### config.mk
export PLATFORM = sky130hd
export DESIGN_NAME = pvat_mac
export DESIGN_NICKNAME = d
export VERILOG_FILES = /design/src/rtl/pvat_pkg.sv /design/src/rtl/pvat_mac.sv
export SDC_FILE = /design/constraint.sdc
export NUM_CORES = 1
export LEC_CHECK = 0
export BUFFER_PORTS_ARGS = -buffer_cell sky130_fd_sc_hd__buf_2
export CAP_MARGIN = 10
export CORE_MARGIN = 2
export CORE_UTILIZATION = 45
export DETAILED_ROUTE_END_ITERATION = 8
export PLACE_DENSITY_LB_ADDON = 0.08
export SYNTH_ARGS = -nofsm -noshare
export SYNTH_HDL_FRONTEND = slang
export SYNTH_SLANG_ARGS = --single-unit
### constraint.sdc
create_clock -name clk_i -period 6 [get_ports clk_i]
set_input_delay 0.6 -clock clk_i [delete_from_list [all_inputs] [get_ports clk_i]]
set_output_delay 0.6 -clock clk_i [all_outputs]
set_load 0.05 [all_outputs]
### src/rtl/pvat_pkg.sv
`timescale 1ns / 1ps
`default_nettype none

package pvat_pkg;

  // Field and register widths fixed by the block's interface
  localparam int FC_W   = 11;
  localparam int CC_W   = 5;
  localparam int EP_W   = 16;
  localparam int CFG_W  = 16;
  localparam int CIDX_W = 2;
  localparam int X_W    = 9;
  localparam int ACC_W  = 64;

  // Input operations
  typedef enum logic [1:0] {
    OP_CLEAR = 2'd0,
    OP_LOAD  = 2'd1,
    OP_TRAIN = 2'd2,
    OP_READ  = 2'd3
  } op_e;

  // Result status codes
  localparam logic [1:0] STAT_OK    = 2'd0;
  localparam logic [1:0] STAT_FULL  = 2'd1;
  localparam logic [1:0] STAT_RANGE = 2'd2;

  // Configuration register indexes
  localparam logic [CIDX_W-1:0] REG_FEATURE_COUNT = 2'd0;
  localparam logic [CIDX_W-1:0] REG_CLASS_COUNT   = 2'd1;
  localparam logic [CIDX_W-1:0] REG_MAX_EPOCHS    = 2'd2;

  typedef struct packed {
    logic [1:0]  operation;
    logic [3:0]  class_label;
    logic [10:0] feature_index;
    logic [7:0]  word_count;
    logic        end_of_document;
  } in_item_t;

  typedef struct packed {
    logic [1:0]         status;
    logic signed [31:0] value;
    logic               converged;
    logic               last_result;
  } out_item_t;

  // Control beat into the dot-product unit
  typedef struct packed {
    logic valid;
    logic bias;
  } mac_ctl_t;

endpackage

`default_nettype wire

### src/rtl/pvat_mac.sv
`timescale 1ns / 1ps
`default_nettype none

module pvat_mac import pvat_pkg::*; #(
  parameter int WEIGHT_BITS = 32
) (
  input  logic                    clk_i,
  input  logic                    rst_ni,
  input  mac_ctl_t                ctl_i,
  input  logic                    clr_i,
  input  logic signed [WEIGHT_BITS-1:0] w_i,
  input  logic signed [X_W-1:0]   x_i,
  output logic signed [ACC_W-1:0] acc_o,
  output logic                    busy_o
);

  localparam int PW = WEIGHT_BITS + X_W;
  localparam logic signed [ACC_W:0] ACC_HI = (ACC_W+1)'(64'sh4000_0000_0000_0000);
  localparam logic signed [ACC_W:0] ACC_LO = -ACC_HI;

  logic                    va_q;
  logic signed [PW-1:0]    prod_q;
  logic signed [PW-1:0]    prod_d;
  logic signed [ACC_W-1:0] acc_q;
  logic signed [ACC_W-1:0] acc_d;
  logic signed [ACC_W:0]   sum;

  // stage A: product, bias passes straight through
  always_comb begin
    if (ctl_i.bias) begin
      prod_d = PW'(w_i);
    end else begin
      prod_d = PW'(w_i) * PW'(x_i);
    end
  end

  // stage B: saturating accumulate
  always_comb begin
    sum = (ACC_W+1)'(acc_q) + (ACC_W+1)'(prod_q);
    if (clr_i) begin
      acc_d = '0;
    end else if (!va_q) begin
      acc_d = acc_q;
    end else if (sum > ACC_HI) begin
      acc_d = ACC_W'(ACC_HI);
    end else if (sum < ACC_LO) begin
      acc_d = ACC_W'(ACC_LO);
    end else begin
      acc_d = ACC_W'(sum);
    end
  end

  always_ff @(posedge clk_i or negedge rst_ni) begin
    if (!rst_ni) begin
      va_q  <= 1'b0;
      acc_q <= '0;
    end else begin
      va_q  <= ctl_i.valid;
      acc_q <= acc_d;
    end
  end

  always_ff @(posedge clk_i) begin
    prod_q <= prod_d;
  end

  assign acc_o  = acc_q;
  assign busy_o = va_q;

endmodule

`default_nettype wire

* Word level (Yosys, flattened, before mapping)
Index checks and enable logic that the tools add are counted.
Word-level totals: bits in registers 106, bits in latches 0, bits in writable memories 0, ROM bits 0, input port bits 46, logic and storage cells 13, memories 0
Cells by class: add/sub/neg operators 1, $mul 1, divide/modulo/power cells 0, order comparisons 2, equal/unequal tests 0, shift operators 0, multiplexer cells 5, bitwise logic cells 0, reductions and logical operators 1
Operator list (count):
- $mux W64 | 4
- $add A64 B41 Y65 | 1
- $gt A65 B64 Y1 const B | 1
- $lt A65 B63 Y1 const B | 1
- $mul A32 B9 Y41 | 1
- $mux W41 | 1
- $reduce_bool A2 Y1 | 1

* Longest topological paths before layout
Gate-level depths: netlist of run 1.
word-level depth 6, depth in mapped cells 23

* Worst setup path after synthesis of run 1
OpenSTA, ideal clock, no wires.
path kind input to register, from in x_i[0], to reg prod_q[39], arrival time 5.976 ns, path slack -0.097 ns, stages on the path 23, cells stage by stage clkbuf_1 -> nand2_1 -> fa_1 -> inv_1 -> fa_1 -> ha_1 -> inv_1 -> fa_1 -> inv_1 -> ha_1 -> ha_1 -> fa_1 -> a21o_1 -> a21oi_1 -> o21ai_1 -> nand4_1 -> a31oi_1 -> o211a_1 -> o41ai_1 -> a211oi_1 -> o31ai_1 -> xor2_1 -> a21oi_1
Between the ends: word-level cells in the longest chain between the ends 2
RTL lines:
- start: declaration | line pvat_mac.sv:12 | input logic signed [X_W-1:0] x_i,
- $mul A32 B9 Y41 | line pvat_mac.sv:33 | prod_d = PW'(w_i) * PW'(x_i);
- $mux W41 | line pvat_mac.sv:30 | if (ctl_i.bias) begin
- via prod_d[39] | line pvat_mac.sv:23 | logic signed [PW-1:0] prod_d;
- end signal: assignment | line pvat_mac.sv:64 | prod_q <= prod_d;
- end: declaration | line pvat_mac.sv:22 | logic signed [PW-1:0] prod_q;
The timed path passes the listed nets, and every way through them passes these cells. A chain may end at the register's enable or synchronous reset.

* Final worst setup path of run 1
Same ends and word-level chain as after synthesis.

==> impl_metrics.ini, run 1 <==
[yosys]
syn_avg_cell_area_um2 = 9.06
synth_edf_count = 0
synth_cell_types = 72
synth.yosys.seq_area_share = 0.148
netlist_instances = 1825
synthArstFlopShare = 0.613
synth-seq-cells = 106
syn-num-nets = 2251
synth_top_flop_cell = dfrtp_1
synth_warnings = 0
synth_area_um2 = 16500

[place]
port_buffers = 110
dpl.hpwl_um = 36100
place.gp.congestion = 0.872

[routing]
dr_wl_met3_um = 1410
vias_per_cell = 5.59
wl_um = 43800
routedLengthMet1_um = 20700
postRouteAntennaNets = 0
dr_total_vias = 13300
wl_met2_um = 21200
drt_iter0_markers = 649
wire_per_inst_um = 18.4
drc = 0
highest_layer = met4
drt_pass1_iterations = 5

[worst_setup_path]
critPathCapture = prod_q[39]
path_max_fanout = 6
worstSetupStartpointType = input port
critPathArrivalTime_ns = 6.00
reg2reg_to = acc_o[61]
cp.required_ns = 6.23
rr_worst_depth = 12
crit_type = input port to flop
crit_path_start = x_i[0]
worst_setup_path_end_kind = flop
ff2ff_setup_slack_ns = 1.49
r2r-start = acc_o[2]

[clock_network]
insertion_delay_ns = 0.37
htree_levels = 3
cts_buffers = 9
cts_root_buf = clkbuf_16
tritoncts = built
clkSinkCount = 106
clock_path_buffers = 2
path_clk_slew_ns = 0.08

[sta]
relSlewSlack = 0.325
drv_slew = 0
hold_violations = 0
setup_viol = 0
period_share = 0.961
worst_pin_slew_ns = 0.987
fmax_ghz = 0.173
min_period_ns = 5.77
skew_ns = 0.0118

[global_route]
grt_remaining_overflow = 0
first_global_vias = 13900
grt_start_max_net_pins = 66
grt_use_total = 0.235
grt_pass1_wl_um = 72600
antenna_found_initial = 2

[cells_and_area]
post-route-util = 0.499
syn_to_final_growth_pct = 9.90
nets = 2338
drive_gt1_frac = 0.127

[hold_path]
min_path_type = input port to flop

[power]
power.density_nw_per_um2 = 623
p_leak_nw = 9.03
power_w = 0.0113
irDropWorstVdd_mv = 0.270

[job]
max_cap_violations = 0

[status]
outcome = completed

[floorplanning]
core-area_um2 = 36400
rows = 70
die_x_um = 196
start_util = 0.454
io_pins = 111
dieArea_um2 = 38300
die_y_um = 196
==> per-layer routing <==
metal  up-vias  GRT usage
li1       6369          -
met1      6682      0.324
met3        30     0.0237
met5         -          0
met4         0     0.0418
met2       264      0.409
==> worst min-delay path by stage <==
stage / slack (ns) / depth (start not counted) / to / from
detailed placement: 0.51 / 1 / acc_o[46] / acc_o[46]
finish: 0.34 / 1 / busy_o / ctl_i[1]
global route: 0.33 / 1 / busy_o / ctl_i[1]
floorplan: 0.30 / 0 / acc_o[0] / rst_ni
CTS: 0.33 / 1 / busy_o / ctl_i[1]
global placement: 0.51 / 1 / acc_o[53] / acc_o[53]
==> power breakdown <==
group | leakage (nW) | internal (W) | total (W) | switching (W)
registers | 1.24 | 0.00103 | 0.00130 | 0.000269
logic | 7.66 | 0.00398 | 0.00945 | 0.00547
clock network | 0.133 | 0.000289 | 0.000570 | 0.000281
total | 9.03 | 0.00530 | 0.0113 | 0.00602
==> cell type report <==
class	count	area (um2)
diodes	1	2.50
clock buffers	11	233
clock inverters	5	45.0
fillers	3510	18300
inverters	141	529
multi-input cells	1457	13100
flip-flops and latches	106	2450
well taps	468	586
repair buffers	197	1240
==> placed cells by master (no fill, tap or decap), types with 10 or more instances in the layout <==
cell type / count
fa_1: 232
nand4_1: 28
o21ai_0: 76
dfxtp_1: 41
a211oi_1: 10
nand2b_1: 12
xnor2_1: 55
buf_4: 85
buf_2: 106
nor3_1: 22
a21oi_1: 111
a21o_1: 44
ha_1: 148
nand2_1: 203
a32o_1: 61
dfrtp_1: 65
o21bai_1: 17
xor2_1: 40
nor2_1: 90
and2_1: 152
inv_1: 141
nand3_1: 16
==> worst max-delay path: stages <==
cell and delay [ns]:
buf_2 0.15, buf_4 0.18, nand2_1 0.08, fa_1 0.53, inv_1 0.05, fa_1 0.48, fa_1 0.58, fa_1 0.43
ha_1 0.30, ha_1 0.31, a2111oi_1 0.45, o21ai_1 0.18, nand4_1 0.18, a31oi_2 0.12, o211a_1 0.31, o41ai_4 0.35
a211oi_1 0.16, o31ai_1 0.30, xor2_1 0.17, a21oi_1 0.08
==> Yosys cell counts (7+ instances only) <==
master	count	area (um2)
fa_1	232	4640
nand2_1	203	762
and2_1	152	951
ha_1	148	1850
inv_1	141	529
a21oi_1	112	561
clkbuf_1	100	375
nor2_1	91	342
o21ai_0	76	380
dfrtp_1	65	1630
a32o_1	61	611
xnor2_1	55	482
a21o_1	44	330
dfxtp_1	41	821
xor2_1	40	350
nand4_1	28	175
nor3_1	22	110
o21bai_1	17	128
nand3_1	16	80.1
nand2b_1	12	75.1
a211oi_1	10	75.1
a31oi_1	10	62.6
nor2b_1	10	62.6
o21a_1	9	67.6
mux2_2	8	90.1
o211ai_1	8	60.1
o21ai_1	8	40.0
buf_1	7	26.3
buf_2	7	35.0
buf_6	7	78.8
==> through the flow <==
step	hold WS [ns]	cell area [um2]	setup WS [ns]	TNS, ns	std cells
2_1_floorplan	0.304	16500	0.0475	0	1825
3_3_place_gp	0.507	17900	-0.255	-1.26	2369
3_5_place_dp	0.513	17900	-0.423	-2.34	2369
4_1_cts	0.329	18100	0.0970	0	2385
5_1_grt	0.327	18200	-0.0397	-0.0624	2386
6_report	0.340	18200	0.231	0	2386
==> timing repair <==
item / 4_1_cts / 5_1_grt
resized for setup: 1 / 8
hold endpoints to repair: 0 / 0
hold buffers: 0 / 0
endpoints found under the setup margin: 2 / 5
buffers inserted: 0 / 0
==> kinds of logic (layout without fill, tap and decap cells) <==
| family | after synthesis | count (layout) | share of synthesized area |
|---|---|---|---|
| adders and majority gates | 380 | 380 | 0.393 |
| AOI/OAI and AO/OA | 410 | 410 | 0.173 |
| and+or+nand+nor | 562 | 562 | 0.166 |
| other | 0 | 1 | 0 |
| DFF | 106 | 106 | 0.148 |
| muxes | 10 | 10 | 0.00666 |
| buffers and inverters | 262 | 354 | 0.0632 |
| xor gates and xnor gates | 95 | 95 | 0.0503 |
==> state kept, by name (all words and copies together), names as in the netlist <==
signal	flops
acc_o	64
busy_o	1
prod_q	41
Note: power is estimated with default switching activity, not from simulation.
==> inputs of run 2 (changes only) <==
ABC_AREA = 1   (was default)
==> run 2 against run 1 <==
Net effect:
- via count is 38% higher
- cell area is 18% higher
- non-clock buffer count is 58 lower
- largest cell class unchanged
- wire length is 45% higher
- highest routed layer unchanged
- register-to-register slack better by 0.05 ns
- clock skew is 0.0039 ns higher
- utilization is 1.1 points lower
==> impl_metrics.ini, run 2 <==
[global_route]
grt_pass1_wl_um = 102000
grt_remaining_overflow = 0
grt_start_max_net_pins = 66
first_global_vias = 18600
antenna_found_initial = 0
grt_use_total = 0.282

[clock_network]
insertion_delay_ns = 0.40
tritoncts = built
clock_path_buffers = 2
htree_levels = 3
cts_buffers = 9
clkSinkCount = 106
ctsHoldBuffers = 0
cts_root_buf = clkbuf_16
post_cts_resized = 0
cts_setup_buffers = 0
path_clk_slew_ns = 0.08

[cells_and_area]
drive_gt1_frac = 0.0909
regArea_um2 = 2450
diodes = 0
multi_input_area_um2 = 14600
syn_to_final_growth_pct = 7.36
fill_cells = 4759
mostFrequentLayoutCells = nand2_1 (1211), inv_1 (664), fa_1 (232)
largest_reg_flops = 64
nets = 3577
layout_commonest_cell = nand2_1

[yosys]
synth_top_family_by_area = simple AND/OR/NAND/NOR gates
synth-xor-area-share = 0.0145
netlist_instances = 3085
synth_area_leaders = fa_1 (23%), nand2_1 (23%), inv_1 (12%)
synth_most_common_cell = nand2_1
synth_area_leader_cell = fa_1
synth_compound_area_frac = 0.0427
synth-adder-area-share = 0.324
syn-num-nets = 3511
synth-seq-cells = 106
synthArstFlopShare = 0.613
syn_avg_cell_area_um2 = 6.50
synth_edf_count = 0
synth_area_um2 = 20100
synth.yosys.seq_area_share = 0.122
synth_top_flop_cell = dfrtp_1
synth_warnings = 0
synth_mux_area_frac = 0
synth_simple_gate_area_frac = 0.348
synth_cell_types = 42
ys_top_cells_by_count = nand2_1 (1211), inv_1 (664), fa_1 (232), nor2_1 (189), ha_1 (148)
synth.top_cell.area_share = 0.232

[sta]
relSlewSlack = 0.292
drv_slew = 0
skew_ns = 0.0157
hold_violations = 0
rsz0062_at_grt = no
setup_tns_ns = 0
fmax_ghz = 0.183
min_period_ns = 5.48
period_share = 0.913
worst_pin_slew_ns = 1.06
setup_viol = 0

[floorplanning]
core-area_um2 = 44100
dieArea_um2 = 46300
io_pins = 111
start_util = 0.455
die_y_um = 215
rows = 77
die_x_um = 215

[worst_setup_path]
worstSetupStartpointType = input port
crit_top_cell = nand2_1
critPathArrivalTime_ns = 5.75
path_max_fanout = 20
cpMaxStageDelayCell = fa_1
cp.required_ns = 6.27
ff2ff_setup_slack_ns = 1.54
cpPeakStageDelay_ns = 0.52
crit_type = input port to flop
worst_setup_path_end_kind = flop
rr_worst_depth = 18

[routing]
dr_total_vias = 18400
wire_per_inst_um = 16.9
vias_per_cell = 4.92
drc = 0
wl_um = 63500
postRouteAntennaNets = 0
drt_iter0_markers = 1061
drt_pass1_iterations = 6

[hold_path]
min_path_type = input port to async pin

[status]
outcome = completed

[place]
port_buffers = 110
dpl.hpwl_um = 54400
place.gp.congestion = 0.969

[job]
max_cap_violations = 0
run 2: kinds of logic after synthesis:
| group | after synthesis |
|---|---|
| compound gates | 154 |
| xor+xnor | 31 |
| fa+ha+maj | 380 |
| buf+inv | 763 |
| flops | 106 |
| simple gates | 1651 |
run 2: layout make-up:
| class | count | share of cell area |
|---|---|---|
| Multi-Input combinational cell | 2216 | 0.680 |
| Inverter | 679 | 0.118 |
| Sequential cell | 106 | 0.114 |
| Timing Repair Buffer | 139 | 0.0393 |
| Tap cell | 592 | 0.0344 |
| Clock buffer | 10 | 0.0106 |
| Clock inverter | 6 | 0.00378 |
run 2: through the flow:
| step | util | hold slack, ns | worst slack, ns | area, um2 | std cells |
|---|---|---|---|---|---|
| after floorplan | - | 0.304 | 0.666 | 20100 | 3085 |
| after global placement | 0.481 | 0.494 | 0.199 | 21200 | 3732 |
| after detailed placement | 0.481 | 0.493 | 0.127 | 21200 | 3732 |
| after CTS | 0.488 | 0.294 | 0.551 | 21500 | 3748 |
| after global routing | 0.488 | 0.318 | 0.0943 | 21500 | 3748 |
| final | 0.488 | 0.319 | 0.521 | 21500 | 3748 |
run 2: per-layer routing:
metal	track usage	vias up	wire [um]
li1	-	9256	-
met1	0.373	8761	28600
met2	0.495	370	30800
met3	0.0246	62	2540
met4	0.0775	0	1570
met5	0	-	0
run 2: path summary, 6_finish.rpt:
path	startpoint	end
min	rst_ni	acc_o[1]
max reg2reg	acc_o[0]	acc_o[5]
min reg2reg	acc_o[25]	acc_o[25]
max	x_i[2]	prod_q[39]
min in group clk_i	ctl_i[1]	busy_o
max in group asynchronous	rst_ni	acc_o[38]
run 2: worst max-delay path: cells and delay by family:
kind / cells / cell delay [ns]
buf+inv: 5 / 0.60
fa+ha+maj: 6 / 2.72
compound gates: 3 / 0.43
simple gates: 14 / 1.38
Power of run 2 is not shown: default switching activity piles up to over one toggle a cycle in this logic, so the estimate is an artifact.
==> inputs of run 3 (changes only) <==
CORE_MARGIN = 3   (was 2)
clock period = 5.91 ns   (was 6 ns; I/O delays follow)
==> run 3 against run 2 <==
Net effect:
- die area increased by 1.9%
- via count increased by 0.55%
- clock skew increased by 0.00093 ns
- cell count decreased by 0.21%
==> impl_metrics.ini, run 3 (synthesis gave the netlist of run 2 again) <==
[status]
outcome = completed

[place]
place.gp.congestion = 0.992
dpl.hpwl_um = 53400
port_buffers = 110

[sta]
min_period_ns = 5.44
relSlewSlack = 0.247
period_share = 0.921
setup_viol = 0
rsz0062_at_grt = no
skew_ns = 0.0166
worst_pin_slew_ns = 1.12
timing.hold.ws_ns = 0.313
hold_violations = 0
drv_slew = 0
fmax_ghz = 0.184

[floorplanning]
dieArea_um2 = 47100
io_pins = 111
die_x_um = 217
die_y_um = 217
rows = 76
core-area_um2 = 43600
start_util = 0.460

[clock_network]
cts_buffers = 9
path_clk_slew_ns = 0.08
insertion_delay_ns = 0.39
htree_levels = 3
cts_root_buf = clkbuf_16
cts_setup_buffers = 0
clkSinkCount = 106
tritoncts = built
clock_path_buffers = 2

[worst_setup_path]
cpPeakStageDelay_ns = 0.53
cp.required_ns = 6.14
critPathArrivalTime_ns = 5.67
worstSetupStartpointType = input port
crit_type = input port to flop
worst_setup_path_end_kind = flop
path_max_fanout = 10
cpMaxStageDelayCell = fa_1
crit_top_cell = nand2_1

[cells_and_area]
syn_to_final_growth_pct = 7.38
post-route-util = 0.494
largest_reg_flops = 64
drive_gt1_frac = 0.0913
nets = 3576
mostFrequentLayoutCells = nand2_1 (1211), inv_1 (664), fa_1 (232)
fill_cells = 4683
diodes = 0
layout_commonest_cell = nand2_1

[routing]
drt_pass1_iterations = 5
dr_total_vias = 18600
drt_iter0_markers = 1072
drc = 0
wire_per_inst_um = 16.9
postRouteAntennaNets = 0
vias_per_cell = 4.96
wl_um = 63200

[global_route]
grt_remaining_overflow = 0
grt_start_max_net_pins = 66
antenna_found_initial = 0
grt_pass1_wl_um = 102000
first_global_vias = 18800
grt_use_total = 0.274

[job]
max_cap_violations = 0

[hold_path]
min_path_type = input port to async pin
run 3: final cells by class:
| cell class | instances | area, um2 | share of cell area |
|---|---|---|---|
| multi-input cells | 2216 | 14600 | 0.680 |
| inverters | 679 | 2550 | 0.118 |
| flip-flops and latches | 106 | 2450 | 0.114 |
| repair buffers | 138 | 842 | 0.0391 |
| well taps | 585 | 732 | 0.0340 |
| clock buffers | 10 | 239 | 0.0111 |
| clock inverters | 6 | 81.3 | 0.00378 |
run 3: layer usage:
layer  wire, um  share of wire  up-vias  track usage
li1           -              -     9254            -
met1      28500           0.45     8811        0.369
met2      30100           0.48      393        0.468
met3       2600          0.041       92       0.0244
met4       1990          0.032        0       0.0841
met5          0              0        -            0
run 3: final timing paths:
check	from	end	slack, ns	depth (start not counted)
worst max-delay path	x_i[2]	prod_q[30]	0.47	25
worst min-delay path	rst_ni	acc_o[3]	0.31	1
worst max register to register	acc_o[0]	acc_o[22]	1.67	20
worst min register to register	acc_o[25]	acc_o[25]	0.52	2
max in group asynchronous	rst_ni	acc_o[40]	4.99	1
min in group clk_i	ctl_i[1]	busy_o	0.32	1
run 3: critical path, delay by kind of cell:
family	cells	cell delay [ns]
fa+ha+maj	6	2.64
buf+inv	6	0.64
simple gates	9	1.16
compound gates	4	0.63
run 3: repair_timing:
action                     in CTS  in global routing
hold buffers                    0                  0
resized for setup               0                  2
setup endpoints to repair       0                  2
run 3: stage by stage:
stage	setup slack [ns]	TNS, ns	cells	cell area, um2
2_1_floorplan	0.585	0	3085	20100
3_3_place_gp	-0.250	-0.250	3724	21200
3_5_place_dp	-0.292	-0.292	3724	21200
4_1_cts	0.129	0	3740	21500
5_1_grt	0.0544	0	3740	21500
6_report	0.470	0	3740	21500
Power of run 3 is left out for the same reason.
